==> config.mk <==
export PLATFORM = sky130hd
export DESIGN_NAME = form_urlencoded_tokenizer_flat
export DESIGN_NICKNAME = d
export VERILOG_FILES = /design/src/rtl/fut_pkg.sv /design/src/rtl/fut_in_if.sv /design/src/rtl/fut_out_if.sv /design/src/rtl/fut_front.sv /design/src/rtl/fut_queue.sv /design/src/rtl/fut_back.sv /design/src/rtl/form_urlencoded_tokenizer.sv /design/src/flat_wrapper.sv
export SDC_FILE = /design/constraint.sdc
export NUM_CORES = 1
export LEC_CHECK = 0
export BUFFER_PORTS_ARGS = -buffer_cell sky130_fd_sc_hd__buf_2
export CAP_MARGIN = 20
export CORE_MARGIN = 5
export CORE_UTILIZATION = 63
export DETAILED_ROUTE_END_ITERATION = 6
export PLACE_DENSITY_LB_ADDON = 0.08
export RECOVER_POWER = 50
export SLEW_MARGIN = 10
export SYNTH_ARGS = -nofsm -noshare
export SYNTH_HDL_FRONTEND = slang
export SYNTH_SLANG_ARGS = --single-unit
==> constraint.sdc <==
create_clock -name clk -period 14.6 [get_ports clk]
set_input_delay 2.92 -clock clk [delete_from_list [all_inputs] [get_ports clk]]
set_output_delay 2.92 -clock clk [all_outputs]
set_load 0.03 [all_outputs]
==> src/rtl/fut_pkg.sv <==
// Package with the types, constants and decode functions of the form body tokenizer.
package fut_pkg;

  localparam int unsigned MAX_RESULTS = 4;
  localparam int unsigned CNT_W = $clog2(MAX_RESULTS + 1);
  localparam int unsigned IDX_W = $clog2(MAX_RESULTS);
  localparam int unsigned QUEUE_DEPTH = 4;
  localparam logic [7:0] FIELD_LIMIT_RESET = 8'd32;

  localparam logic [7:0] CH_PLUS    = 8'h2B;
  localparam logic [7:0] CH_PERCENT = 8'h25;
  localparam logic [7:0] CH_AMP     = 8'h26;
  localparam logic [7:0] CH_EQUAL   = 8'h3D;
  localparam logic [7:0] CH_SPACE   = 8'h20;

  typedef enum logic [2:0] {
    KIND_KEY       = 3'd0,
    KIND_VALUE     = 3'd1,
    KIND_FIELD_END = 3'd2,
    KIND_ACCEPT    = 3'd3,
    KIND_REJECT    = 3'd4
  } kind_t;

  typedef enum logic [1:0] {
    MODE_KEY    = 2'd0,
    MODE_VALUE  = 2'd1,
    MODE_SKIP   = 2'd2,
    MODE_IGNORE = 2'd3
  } mode_t;

  typedef enum logic [1:0] {
    ESC_NONE    = 2'd0,
    ESC_PERCENT = 2'd1,
    ESC_DIGIT   = 2'd2
  } esc_t;

  typedef struct packed {
    esc_t       esc;
    logic [7:0] held;
    mode_t      mode;
    logic       key_started;
    logic       part_cut;
    logic [7:0] fields_done;
    logic       zero_seen;
  } body_t;

  localparam body_t BODY_RESET = '{
    esc: ESC_NONE, held: 8'd0, mode: MODE_KEY, key_started: 1'b0,
    part_cut: 1'b0, fields_done: 8'd0, zero_seen: 1'b0
  };

  typedef struct packed {
    kind_t      kind;
    logic [7:0] ch;
  } slot_t;

  typedef struct packed {
    slot_t [MAX_RESULTS-1:0] slot;
    logic [IDX_W-1:0]        last_idx;
  } bundle_t;

  typedef struct packed {
    body_t                   st;
    slot_t [MAX_RESULTS-1:0] slot;
    logic [CNT_W-1:0]        cnt;
  } work_t;

  // Returns the digit value, or 16 when the character is not a hex digit.
  function automatic logic [4:0] hex_of(logic [7:0] c);
    logic [4:0] v;
    v = 5'd16;
    if (c >= 8'h30 && c <= 8'h39) begin
      v = {1'b0, c[3:0]};
    end else if ((c >= 8'h61 && c <= 8'h66) || (c >= 8'h41 && c <= 8'h46)) begin
      v = {1'b0, 4'(c[3:0] + 4'd9)};
    end
    return v;
  endfunction

  function automatic work_t emit(work_t w_in, kind_t k, logic [7:0] ch);
    work_t w;
    w = w_in;
    if (w.cnt < CNT_W'(MAX_RESULTS)) begin
      w.slot[w.cnt[IDX_W-1:0]] = '{kind: k, ch: ch};
      w.cnt = w.cnt + CNT_W'(1);
    end
    return w;
  endfunction

  function automatic work_t put_byte(work_t w_in, logic [7:0] b, logic [7:0] limit);
    work_t w;
    w = w_in;
    unique case (w.st.mode)
      MODE_KEY: begin
        if (!w.st.part_cut) begin
          if (!w.st.key_started) begin
            if (b == 8'd0) begin
              w.st.mode = MODE_SKIP;
            end else if (w.st.fields_done >= limit) begin
              w.st.mode = MODE_IGNORE;
            end else begin
              w.st.key_started = 1'b1;
              if (w.st.fields_done != 8'hFF) begin
                w.st.fields_done = w.st.fields_done + 8'd1;
              end
              w = emit(w, KIND_KEY, b);
            end
          end else if (b == 8'd0) begin
            w.st.part_cut = 1'b1;
          end else begin
            w = emit(w, KIND_KEY, b);
          end
        end
      end
      MODE_VALUE: begin
        if (!w.st.part_cut) begin
          if (b == 8'd0) begin
            w.st.part_cut = 1'b1;
          end else begin
            w = emit(w, KIND_VALUE, b);
          end
        end
      end
      default: begin
      end
    endcase
    return w;
  endfunction

  function automatic work_t take_char(work_t w_in, logic [7:0] c, logic [7:0] limit);
    work_t w;
    w = w_in;
    priority if (w.st.mode == MODE_IGNORE) begin
    end else if (c == CH_AMP) begin
      if (w.st.key_started) begin
        w = emit(w, KIND_FIELD_END, 8'd0);
      end
      w.st.mode = (w.st.fields_done >= limit) ? MODE_IGNORE : MODE_KEY;
      w.st.key_started = 1'b0;
      w.st.part_cut = 1'b0;
      w.st.esc = ESC_NONE;
    end else if (w.st.mode == MODE_KEY && c == CH_EQUAL) begin
      if (w.st.key_started) begin
        w.st.mode = MODE_VALUE;
        w.st.part_cut = 1'b0;
      end else begin
        w.st.mode = MODE_SKIP;
      end
    end else if (w.st.mode == MODE_SKIP || w.st.part_cut) begin
    end else if (c == CH_PLUS) begin
      w = put_byte(w, CH_SPACE, limit);
    end else if (c == CH_PERCENT) begin
      w.st.esc = ESC_PERCENT;
    end else begin
      w = put_byte(w, c, limit);
    end
    return w;
  endfunction

endpackage

==> src/rtl/fut_in_if.sv <==
// Channel interface for raw body characters.
interface fut_in_if;
  logic       valid;
  logic       ready;
  logic [7:0] in_char;
  logic       end_of_body;

  modport source(output valid, in_char, end_of_body, input ready);
  modport sink(input valid, in_char, end_of_body, output ready);
endinterface

==> src/rtl/fut_out_if.sv <==
// Channel interface for decoded result items.
interface fut_out_if;
  logic       valid;
  logic       ready;
  logic [2:0] result_kind;
  logic [7:0] out_char;
  logic       last_of_run;

  modport source(output valid, result_kind, out_char, last_of_run, input ready);
  modport sink(input valid, result_kind, out_char, last_of_run, output ready);
endinterface

==> src/rtl/fut_front.sv <==
// Front end: accepts body characters, runs the decode state and builds result bundles.
module fut_front (
  input  logic             clk,
  input  logic             rst,
  fut_in_if.sink           body,
  input  logic             cfg_we,
  input  logic [7:0]       cfg_wdata,
  input  logic             push_ready,
  output logic             push_valid,
  output fut_pkg::bundle_t push_data
);
  import fut_pkg::*;

  body_t      st;
  body_t      st_next;
  logic [7:0] field_limit;
  work_t      w;
  logic       fire;
  logic [7:0] c;
  logic [4:0] hc;
  logic [4:0] hh;

  assign body.ready = push_ready;
  assign fire = body.valid && push_ready;
  assign c = body.in_char;
  assign hc = hex_of(c);
  assign hh = hex_of(st.held);

  always_comb begin
    w = '0;
    w.st = st;
    w.cnt = '0;
    if (c == 8'd0) begin
      w.st.zero_seen = 1'b1;
    end
    unique case (st.esc)
      ESC_PERCENT: begin
        if (!hc[4]) begin
          w.st.held = c;
          w.st.esc = ESC_DIGIT;
        end else begin
          w.st.esc = ESC_NONE;
          w = put_byte(w, CH_PERCENT, field_limit);
          w = take_char(w, c, field_limit);
        end
      end
      ESC_DIGIT: begin
        w.st.esc = ESC_NONE;
        if (!hc[4]) begin
          w = put_byte(w, {hh[3:0], hc[3:0]}, field_limit);
        end else begin
          w = put_byte(w, CH_PERCENT, field_limit);
          w = put_byte(w, st.held, field_limit);
          w = take_char(w, c, field_limit);
        end
      end
      default: begin
        w = take_char(w, c, field_limit);
      end
    endcase
    if (body.end_of_body) begin
      if (w.st.esc == ESC_PERCENT) begin
        w = put_byte(w, CH_PERCENT, field_limit);
      end else if (w.st.esc == ESC_DIGIT) begin
        w = put_byte(w, CH_PERCENT, field_limit);
        w = put_byte(w, w.st.held, field_limit);
      end
      w = emit(w, w.st.zero_seen ? KIND_REJECT : KIND_ACCEPT, 8'd0);
      w.st = BODY_RESET;
    end
    st_next = w.st;
  end

  assign push_valid = fire && (w.cnt != '0);
  assign push_data.slot = w.slot;
  assign push_data.last_idx = IDX_W'(w.cnt - CNT_W'(1));

  always_ff @(posedge clk) begin
    if (rst) begin
      st <= BODY_RESET;
    end else if (fire) begin
      st <= st_next;
    end
  end

  always_ff @(posedge clk) begin
    if (rst) begin
      field_limit <= FIELD_LIMIT_RESET;
    end else if (cfg_we) begin
      field_limit <= cfg_wdata;
    end
  end

  a_end_pushes: assert property (@(posedge clk) disable iff (rst)
    fire && body.end_of_body |-> push_valid)
    else $error("Body end did not produce a verdict.");
  a_end_clears: assert property (@(posedge clk) disable iff (rst)
    fire && body.end_of_body |=> st == BODY_RESET)
    else $error("Body state not cleared after its end.");
  a_count_bound: assert property (@(posedge clk) disable iff (rst)
    fire |-> w.cnt <= CNT_W'(MAX_RESULTS))
    else $error("Too many results for one item.");

endmodule

==> src/rtl/fut_queue.sv <==
// Short queue of result bundles between the front end and the output stage.
module fut_queue #(
  parameter int unsigned Depth = fut_pkg::QUEUE_DEPTH
) (
  input  logic             clk,
  input  logic             rst,
  input  logic             push,
  input  fut_pkg::bundle_t push_data,
  output logic             push_ready,
  output logic             head_valid,
  output fut_pkg::bundle_t head,
  input  logic             pop
);
  import fut_pkg::*;

  localparam int unsigned PtrW = $clog2(Depth);
  localparam int unsigned CntW = $clog2(Depth + 1);

  bundle_t           mem [Depth];
  logic [PtrW-1:0]   wr_ptr;
  logic [PtrW-1:0]   rd_ptr;
  logic [CntW-1:0]   count;

  assign push_ready = count != CntW'(Depth);
  assign head_valid = count != '0;
  assign head = mem[rd_ptr];

  always_ff @(posedge clk) begin
    if (push) begin
      mem[wr_ptr] <= push_data;
    end
  end

  always_ff @(posedge clk) begin
    if (rst) begin
      wr_ptr <= '0;
      rd_ptr <= '0;
      count <= '0;
    end else begin
      if (push) begin
        wr_ptr <= (wr_ptr == PtrW'(Depth - 1)) ? '0 : wr_ptr + PtrW'(1);
      end
      if (pop) begin
        rd_ptr <= (rd_ptr == PtrW'(Depth - 1)) ? '0 : rd_ptr + PtrW'(1);
      end
      if (push && !pop) begin
        count <= count + CntW'(1);
      end else if (pop && !push) begin
        count <= count - CntW'(1);
      end
    end
  end

  a_no_overflow: assert property (@(posedge clk) disable iff (rst)
    push |-> push_ready)
    else $error("Push into a full queue.");
  a_no_underflow: assert property (@(posedge clk) disable iff (rst)
    pop |-> head_valid)
    else $error("Pop from an empty queue.");
  a_count_range: assert property (@(posedge clk) disable iff (rst)
    count <= CntW'(Depth))
    else $error("Queue count out of range.");

endmodule

==> src/rtl/fut_back.sv <==
// Output stage: sends the results of each bundle one item per cycle while token.ready is high.
module fut_back (
  input  logic             clk,
  input  logic             rst,
  input  logic             head_valid,
  input  fut_pkg::bundle_t head,
  output logic             pop,
  fut_out_if.source        token
);
  import fut_pkg::*;

  logic [IDX_W-1:0] idx;
  logic             at_last;
  logic             fire;

  assign at_last = idx == head.last_idx;
  assign fire = head_valid && token.ready;
  assign pop = fire && at_last;

  assign token.valid = head_valid;
  assign token.result_kind = head.slot[idx].kind;
  assign token.out_char = head.slot[idx].ch;
  assign token.last_of_run = at_last;

  always_ff @(posedge clk) begin
    if (rst) begin
      idx <= '0;
    end else if (fire) begin
      idx <= at_last ? '0 : idx + IDX_W'(1);
    end
  end

  a_idx_bound: assert property (@(posedge clk) disable iff (rst)
    head_valid |-> idx <= head.last_idx)
    else $error("Result index beyond its bundle.");
  a_idx_hold: assert property (@(posedge clk) disable iff (rst)
    head_valid && !token.ready |=> $stable(idx))
    else $error("Result index moved while stalled.");
  a_idx_idle: assert property (@(posedge clk) disable iff (rst)
    !head_valid |-> idx == '0)
    else $error("Result index not at start with no bundle waiting.");

endmodule

==> src/rtl/form_urlencoded_tokenizer.sv <==
// Top level of the form body tokenizer: front end, bundle queue and output stage.
//
//   Channel   Direction  Payload                                  Handshake
//   body      in         in_char[7:0], end_of_body                valid/ready
//   token     out        result_kind[2:0], out_char[7:0], last_of_run  valid/ready
//   cfg       in         cfg_wdata[7:0] (field_limit)             cfg_we
//
// One character is taken per cycle while the queue has room; its results are
// computed in the same cycle and stored as one bundle of up to four items.
// The output stage sends one item per cycle while token.ready is high;
// the queue absorbs bursts.
// Reset is synchronous and clears the body state; field_limit returns to 32.
// Body input stalls only when the queue is full.
module form_urlencoded_tokenizer #(
  parameter int unsigned QueueDepth = fut_pkg::QUEUE_DEPTH
) (
  input  logic       clk,
  input  logic       rst,
  fut_in_if.sink     body,
  fut_out_if.source  token,
  input  logic       cfg_we,
  input  logic [7:0] cfg_wdata
);
  import fut_pkg::*;

  logic    push;
  logic    push_ready;
  bundle_t push_data;
  logic    head_valid;
  bundle_t head;
  logic    pop;

  fut_front u_front (
    .clk       (clk),
    .rst       (rst),
    .body      (body),
    .cfg_we    (cfg_we),
    .cfg_wdata (cfg_wdata),
    .push_ready(push_ready),
    .push_valid(push),
    .push_data (push_data)
  );

  fut_queue #(
    .Depth(QueueDepth)
  ) u_queue (
    .clk       (clk),
    .rst       (rst),
    .push      (push),
    .push_data (push_data),
    .push_ready(push_ready),
    .head_valid(head_valid),
    .head      (head),
    .pop       (pop)
  );

  fut_back u_back (
    .clk       (clk),
    .rst       (rst),
    .head_valid(head_valid),
    .head      (head),
    .pop       (pop),
    .token     (token)
  );

endmodule
==> src/flat_wrapper.sv <==
// flat-port wrapper written by rule: the top's interface ports become plain ports
module form_urlencoded_tokenizer_flat import fut_pkg::*;
#(
  parameter int unsigned QueueDepth = fut_pkg::QUEUE_DEPTH
)
  (clk, rst, cfg_we, cfg_wdata, body_valid, body_in_char, body_end_of_body, body_ready, token_valid, token_result_kind, token_out_char, token_last_of_run, token_ready);
  fut_in_if body_i ();
  fut_out_if token_i ();
  input  logic clk;
  input  logic rst;
  input  logic cfg_we;
  input  logic [7:0] cfg_wdata;
  input wire logic [$bits(body_i.valid)-1:0] body_valid;
  input wire logic [$bits(body_i.in_char)-1:0] body_in_char;
  input wire logic [$bits(body_i.end_of_body)-1:0] body_end_of_body;
  output wire logic [$bits(body_i.ready)-1:0] body_ready;
  output wire logic [$bits(token_i.valid)-1:0] token_valid;
  output wire logic [$bits(token_i.result_kind)-1:0] token_result_kind;
  output wire logic [$bits(token_i.out_char)-1:0] token_out_char;
  output wire logic [$bits(token_i.last_of_run)-1:0] token_last_of_run;
  input wire logic [$bits(token_i.ready)-1:0] token_ready;
  assign body_i.valid = body_valid;
  assign body_i.in_char = body_in_char;
  assign body_i.end_of_body = body_end_of_body;
  assign body_ready = body_i.ready;
  assign token_valid = token_i.valid;
  assign token_result_kind = token_i.result_kind;
  assign token_out_char = token_i.out_char;
  assign token_last_of_run = token_i.last_of_run;
  assign token_i.ready = token_ready;
  form_urlencoded_tokenizer #(.QueueDepth(QueueDepth)) u_core (.clk(clk), .rst(rst), .body(body_i), .token(token_i), .cfg_we(cfg_we), .cfg_wdata(cfg_wdata));
endmodule
==> metrics.cfg, run 1 <==
[status]
outcome=finished with violations
violations=design-rule violations, max-capacitance violations, max-slew violations

[sta]
fin_tns_setup_ps=0
hold_ws_ps=507.6
slew_headroom_pct=-102.6
setup_slack_ps=1471
timing.final.crit_share_pct=89.93
fin_crit_ps=13130
worstMarginPinSlew_ps=3040
slew_viol_final=97
fmax_mhz=76.17
final_hold_viol_count=0
setup_violations=0
rsz0062_at_grt=no
fin_skew_ps=48.89

[floorplan]
die-area_um2=27760
core_area_um2=24250
rows=57
pin_count=36
start_util_pct=63.72
die_w_um=166.6
dieHeight_um=166.6

[final_layout]
area_growth_pct=6.115
design_area_um2=16390
fillers=1885
final_cell_mix=184 x edfxtp_1, 131 x nand2_1, 123 x nor2_1
nNetsFinal=1563
drive_gt1_share_pct=13.82
diodes=0
final_common_cell=edfxtp_1

[clock_network]
cts_root_buf=clkbuf_16
ctsResizeCount=0
clock_sinks=226
clk_pin_slew_ps=70
cts_buffer_depth=3
cts_htree_levels=1
post_cts_buffers=0
cts_made_buffers=24
cts_tree=yes
ctsHoldBuffers=0
insertion_delay_ps=540

[worst_setup_path]
cp_data_required_time_ps=15020
r2r_cells=42
worstPathMaxFanout=19
rr_startpoint=u_core.u_front.st[1]
crit_arrival_ps=13550
r2r-end=u_core.u_queue.count[2]
cp_slowest_stage_delay_ps=590
start_kind=input pin
timing_worst_setup_path_type=in2reg
cp-end-kind=flip-flop
cpMaxStageDelayCell=nand2_1
rrSetupSlack_ps=3060
cp_common_cell=ha_1
crit_family=compound AO/OA/AOI/OAI gates
path_buf_inv=3

[routing]
vias_per_cell=7.353
drtIter0Drc=2175
routedWlPerCell_um=28.62
drt_pre_antenna_iters=7
wl_mm=51.52
ant_nets=0
vias=13240
drc_errors=10

[power]
powerDensity_nw_per_um2=114.3
total_leakage_power_nw=5.848
peakVddDrop_mv=0.1123

[synthesis]
synth_flop_cell=edfxtp_1
synth-adder-area-share_pct=6.770
seq_area_frac_synth_pct=41.21
avgSynthCellArea_um2=10.46
synth_edf_count=184
synthArstFlopShare_pct=0
yosysWarningCount=0
netlist_instances=1477
yosys-top-cells-area=edfxtp_1 36%, mux4_2 8.3%, ha_1 6.6%
ys_ff_latch=226
yosys.area.top_type=edfxtp_1
yosysUniqueCellTypes=114
netlist_area_um2=15450
syn_nets=1582
synth_top_family_by_area=compound AO/OA/AOI/OAI gates
synth_compound_gate_area_share_pct=19.11
synthSimpleGateAreaFrac_pct=16.84
synth_top_area_share_pct=35.76
synth_xor_area_share_pct=1.482
muxShareOfSynthArea_pct=10.35

[grt]
overflow=0
antenna_found_initial=1
grt_usage_pct=36.52
grt_pass1_wl_mm=79.47
grt_pass1_vias=12840
grt_max_degree=49

[placed_design]
dp_slack_ps=1932
port_buffers=35
placed_area_um2=15740
post-dp-hpwl_mm=36.09
gp_congestion=1.022

[worst_hold_path]
hold_path_end=u_core.u_front.field_limit[3]
whs_path_depth=2
min_path_type=reg2reg
hp-start=u_core.u_front.field_limit[3]

[job]
cap_viol_max_count=3

[cell usage after synthesis (all sizes together) (18+ instances only)]
library cell and instances:
nand4 29, a31oi 27, inv 43, clkbuf 61
nand2 132, a21oi 84, mux4 57, edfxtp 184
and3 25, mux2i 18, a22oi 24, dfxtp 42
and2 27, buf 42, nor3 34, nor2 127
nand3 52, ha 82, o21ai 76
[worst register-to-register path, delay by kind of cell (launching register included)]
kind            cells  cell delay (ps)
mux                 1              370
flops               1              460
buf+inv             2              220
compound gates     21             5380
xor+xnor            2              390
simple gates        9             2560
fa+ha+maj           7             2040
[cells by family after synthesis]
family,Yosys count
AO/OA/AOI/OAI,407
XOR/XNOR,24
adder cells (fa/ha/maj),83
AND/OR/NAND/NOR,500
flip-flops,226
multiplexers,87
buffers and inverters,150
[per-layer routing]
metal | global-route usage, % | vias to the layer above | share of wire (%)
met2 | 60.94 | 983 | 48
met3 | 5.641 | 206 | 11
met4 | 14.27 | 0 | 5.1
met5 | 0 | - | 0
met1 | 48.46 | 6340 | 36
li1 | - | 5706 | -
[metrics by stage]
stage	instances	utilization (%)	total power, mW
after floorplan	1477	-	1.160
after global placement	1756	64.93	1.275
after detailed placement	1756	64.93	1.295
after CTS	1800	68.02	1.877
after global routing	1800	67.61	1.955
final	1800	67.61	1.874
[how the worst max path moves through the flow]
stage                          from                  endpoint  cells after the start
global placement    body_in_char[0]   u_core.u_queue.count[2]                     42
global route        body_in_char[0]   u_core.u_queue.count[2]                     40
floorplan           body_in_char[1]  u_core.u_queue.mem[3][0]                     39
finish              body_in_char[0]   u_core.u_queue.count[2]                     42
detailed placement  body_in_char[0]   u_core.u_queue.count[2]                     42
CTS                 body_in_char[0]   u_core.u_queue.count[2]                     42
[power breakdown]
group,switching [mW],internal (mW)
sequential,0.0516,0.760
combinational,0.305,0.183
clock,0.265,0.311
total,0.621,1.25
[registers in the layout, indices dropped and copies added (netlist names), named ones only]
signal / count
u_core.u_queue.mem: 184
u_core.u_queue.rd_ptr: 2
u_core.u_queue.count: 3
u_core.u_back.idx: 2
u_core.u_queue.wr_ptr: 2
u_core.u_front.st: 23
u_core.u_front.field_limit: 8
[final cells by class]
class,count,area [um2],share of cell area (%)
tap,324,405.4,2.473
multi-input combinational,1101,8374,51.08
timing repair buffer,58,321.6,1.961
clock inverter,18,141.4,0.8624
clock buffer,26,608.1,3.709
sequential,226,6367,38.84
inverter,47,176.4,1.076
No activity file was read; power rests on OpenSTA's default activity.
==> inputs of run 2 (changes only) <==
Clock period 14.6 ns to 12.4 ns, I/O delays scaled along.
==> run 2 against run 1 <==
The flow still finishes with violations (design-rule violations, max-capacitance violations, max-slew violations). Global-route usage grew 1.5 points. First-iteration DRC count grew 19%. Via count grew 2.9%. Total power grew 20%. Critical path depth is the same.
==> metrics.cfg, run 2 (synthesized netlist as in run 1, its figures left out) <==
[status]
outcome=finished with violations  ; unchanged
violations=design-rule violations, max-capacitance violations, max-slew violations  ; unchanged

[power]
switching_share_pct=32.57  ; was 33.12%
intPower_mw=1.520  ; was 1.253 mW
clkPwrFrac_pct=30.9  ; was 30.7%
p_total_mw=2.254  ; was 1.874 mW
power.switching_uw=734.2  ; was 620.8 uW
peakVddDrop_mv=0.1165  ; was 0.1123 mV
pwr-share-comb_pct=26.4  ; was 26.0%
seqPwrFrac_pct=42.7  ; was 43.3%
powerDensity_nw_per_um2=136.4  ; was 114.3 nW/um2
total_leakage_power_nw=5.892  ; was 5.848 nW

[worst_setup_path]
timing_worst_setup_path_type=in2reg  ; unchanged
cpMaxStageDelayCell=fa_1  ; was nand2_1
cp_common_cell=ha_1  ; unchanged
cp-end-kind=flip-flop  ; unchanged
worstPathMaxFanout=12  ; was 19
rrSetupSlack_ps=820  ; was 3060 ps
cp_data_required_time_ps=12830  ; was 15020 ps
crit_arrival_ps=12060  ; was 13550 ps
cp_slowest_stage_delay_ps=440  ; was 590 ps
cp-endpoint=u_core.u_queue.count[2]  ; unchanged
r2r_cells=42  ; unchanged
start_kind=input pin  ; unchanged
r2r-end=u_core.u_queue.count[2]  ; unchanged
rr_startpoint=u_core.u_front.st[1]  ; unchanged
crit_start=body_in_char[1]  ; was body_in_char[0]

[final_layout]
area_growth_pct=6.997  ; was 6.115%
multi_input_area_um2=8419  ; was 8374 um2
final_cell_mix=184 x edfxtp_1, 130 x nand2_1, 124 x nor2_1  ; was 184 x edfxtp_1, 131 x nand2_1, 123 x nor2_1
fillers=1779  ; was 1885
top_register=u_core.u_queue.mem  ; unchanged
reg.largest.list=u_core.u_queue.mem: 184 flops, u_core.u_front.st: 23 flops, u_core.u_front.field_limit: 8 flops  ; unchanged
drive_gt1_share_pct=13.77  ; was 13.82%
nNetsFinal=1570  ; was 1563
final_common_cell=edfxtp_1  ; unchanged
largest_register_ffs=184  ; unchanged
diodes=0  ; unchanged
seq_area_um2=6367  ; unchanged

[sta]
final_hold_viol_count=0  ; unchanged
slew_viol_final=97  ; unchanged
fin_skew_ps=31.79  ; was 48.89 ps
fmax_mhz=85.92
timing.final.crit_share_pct=93.87
setup_slack_ps=760.7  ; was 1471 ps
setup_violations=0  ; unchanged
slew_headroom_pct=-100.4  ; was -102.6%
worstMarginPinSlew_ps=3006  ; was 3040 ps
hold_ws_ps=502.6  ; was 507.6 ps
fin_crit_ps=11640
rsz0062_at_grt=no  ; unchanged
fin_tns_setup_ps=0  ; unchanged

[clock_network]
post_cts_buffers=0  ; unchanged
insertion_delay_ps=530  ; was 540 ps
clock_sinks=226  ; unchanged
cts_made_buffers=22  ; was 24
clk_pin_slew_ps=60  ; was 70 ps
cts_tree=yes  ; unchanged
cts_root_buf=clkbuf_16  ; unchanged
ctsHoldBuffers=0  ; unchanged
cts_buffer_depth=3  ; unchanged
cts_htree_levels=1  ; unchanged
ctsResizeCount=0  ; unchanged

[floorplan]
start_util_pct=63.72  ; unchanged
rows=57  ; unchanged
dieHeight_um=166.6  ; unchanged
die-area_um2=27760  ; unchanged
core_area_um2=24250  ; unchanged
die_w_um=166.6  ; unchanged
pin_count=36  ; unchanged

[grt]
grt_pass1_vias=13190  ; was 12.84k
grt_usage_pct=37.99  ; was 36.52%
grt_max_degree=49  ; unchanged
antenna_found_initial=1  ; unchanged
grt_pass1_wl_mm=82.01  ; was 79.47 mm
overflow=0  ; unchanged

[placed_design]
post-dp-hpwl_mm=37.16  ; was 36.09 mm
gp_congestion=1.044  ; was 1.022
port_buffers=35  ; unchanged
dp_slack_ps=217.9  ; was 1932 ps

[routing]
vias=13620  ; was 13.24k
ant_nets=0  ; unchanged
drt_pre_antenna_iters=7  ; unchanged
vias_per_cell=7.547  ; was 7.353
drtIter0Drc=2588  ; was 2175
routedWlPerCell_um=30.01  ; was 28.62 um
wl_mm=54.17  ; was 51.52 mm
drc_errors=17  ; was 10

[job]
cap_viol_max_count=3  ; unchanged

[worst_hold_path]
min_path_type=reg2reg  ; unchanged

run 2: cell count changes in the layout (fill, tap and decap cells not counted), moves of 2 or more:
cell        previous run  this run
clkinv_4               2         0
clkbuf_1              19        25
buf_4                 21        24
bufinv_16              0         3
clkbuf_16             24        22
buf_12                 0         3
inv_6                  5         3
clkinvlp_4             2         0
clkinv_2               5         0
run 2: power groups by stage:
| stage | Combinational, mW | Clock [mW] | Sequential, mW |
|---|---|---|---|
| final | 0.595 | 0.697 | 0.962 |
| after global routing | 0.626 | 0.737 | 0.970 |
| after CTS | 0.585 | 0.696 | 0.963 |
| after detailed placement | 0.564 | 0 | 0.975 |
| after global placement | 0.544 | 0 | 0.964 |
| after floorplan | 0.439 | 0 | 0.926 |
run 2: cell type report:
class                      instances  share of cell area (%)
clock inverter                    10                  0.8704
clock buffer                      30                   3.572
multi-input combinational       1101                   50.93
timing repair buffer              67                   2.589
sequential                       226                   38.52
inverter                          47                   1.067
tap                              324                   2.452
run 2: per-stage QoR:
| stage | util (%) | cells | instance area (um2) |
|---|---|---|---|
| 3_3_place_gp | 65.33 | 1764 | 15840 |
| 4_1_cts | 68.36 | 1804 | 16580 |
| 5_1_grt | 68.17 | 1805 | 16530 |
| 2_1_floorplan | - | 1477 | 15450 |
| 3_5_place_dp | 65.33 | 1764 | 15840 |
| 6_report | 68.17 | 1805 | 16530 |
run 2: worst min-delay path by stage:
stage                                  startpoint  cells after the start  slack, ps                       endpoint
finish              u_core.u_front.field_limit[7]                      2        500  u_core.u_front.field_limit[7]
global route        u_core.u_front.field_limit[2]                      2        530  u_core.u_front.field_limit[2]
global placement         u_core.u_queue.rd_ptr[0]                      2        470                      flip-flop
floorplan           u_core.u_front.field_limit[1]                      2        460  u_core.u_front.field_limit[1]
CTS                 u_core.u_front.field_limit[7]                      2        500  u_core.u_front.field_limit[7]
detailed placement  u_core.u_front.field_limit[7]                      2        490  u_core.u_front.field_limit[7]
run 2: critical path: cells and delay by family:
family / cells / cell delay, ps
buffers and inverters: 3 / 460
muxes: 2 / 710
and+or+nand+nor: 7 / 1440
AOI/OAI and AO/OA: 22 / 4630
adders and majority gates: 7 / 2160
xor gates and xnor gates: 1 / 180
run 2: layer usage:
| layer | vias up | global-route usage, % | part of all wire (%) |
|---|---|---|---|
| met5 | - | 0 | 0.024 |
| met4 | 2 | 20.67 | 7.3 |
| met3 | 298 | 7.561 | 12 |
| met2 | 1176 | 61.61 | 46 |
| met1 | 6422 | 48.28 | 35 |
| li1 | 5725 | - | - |
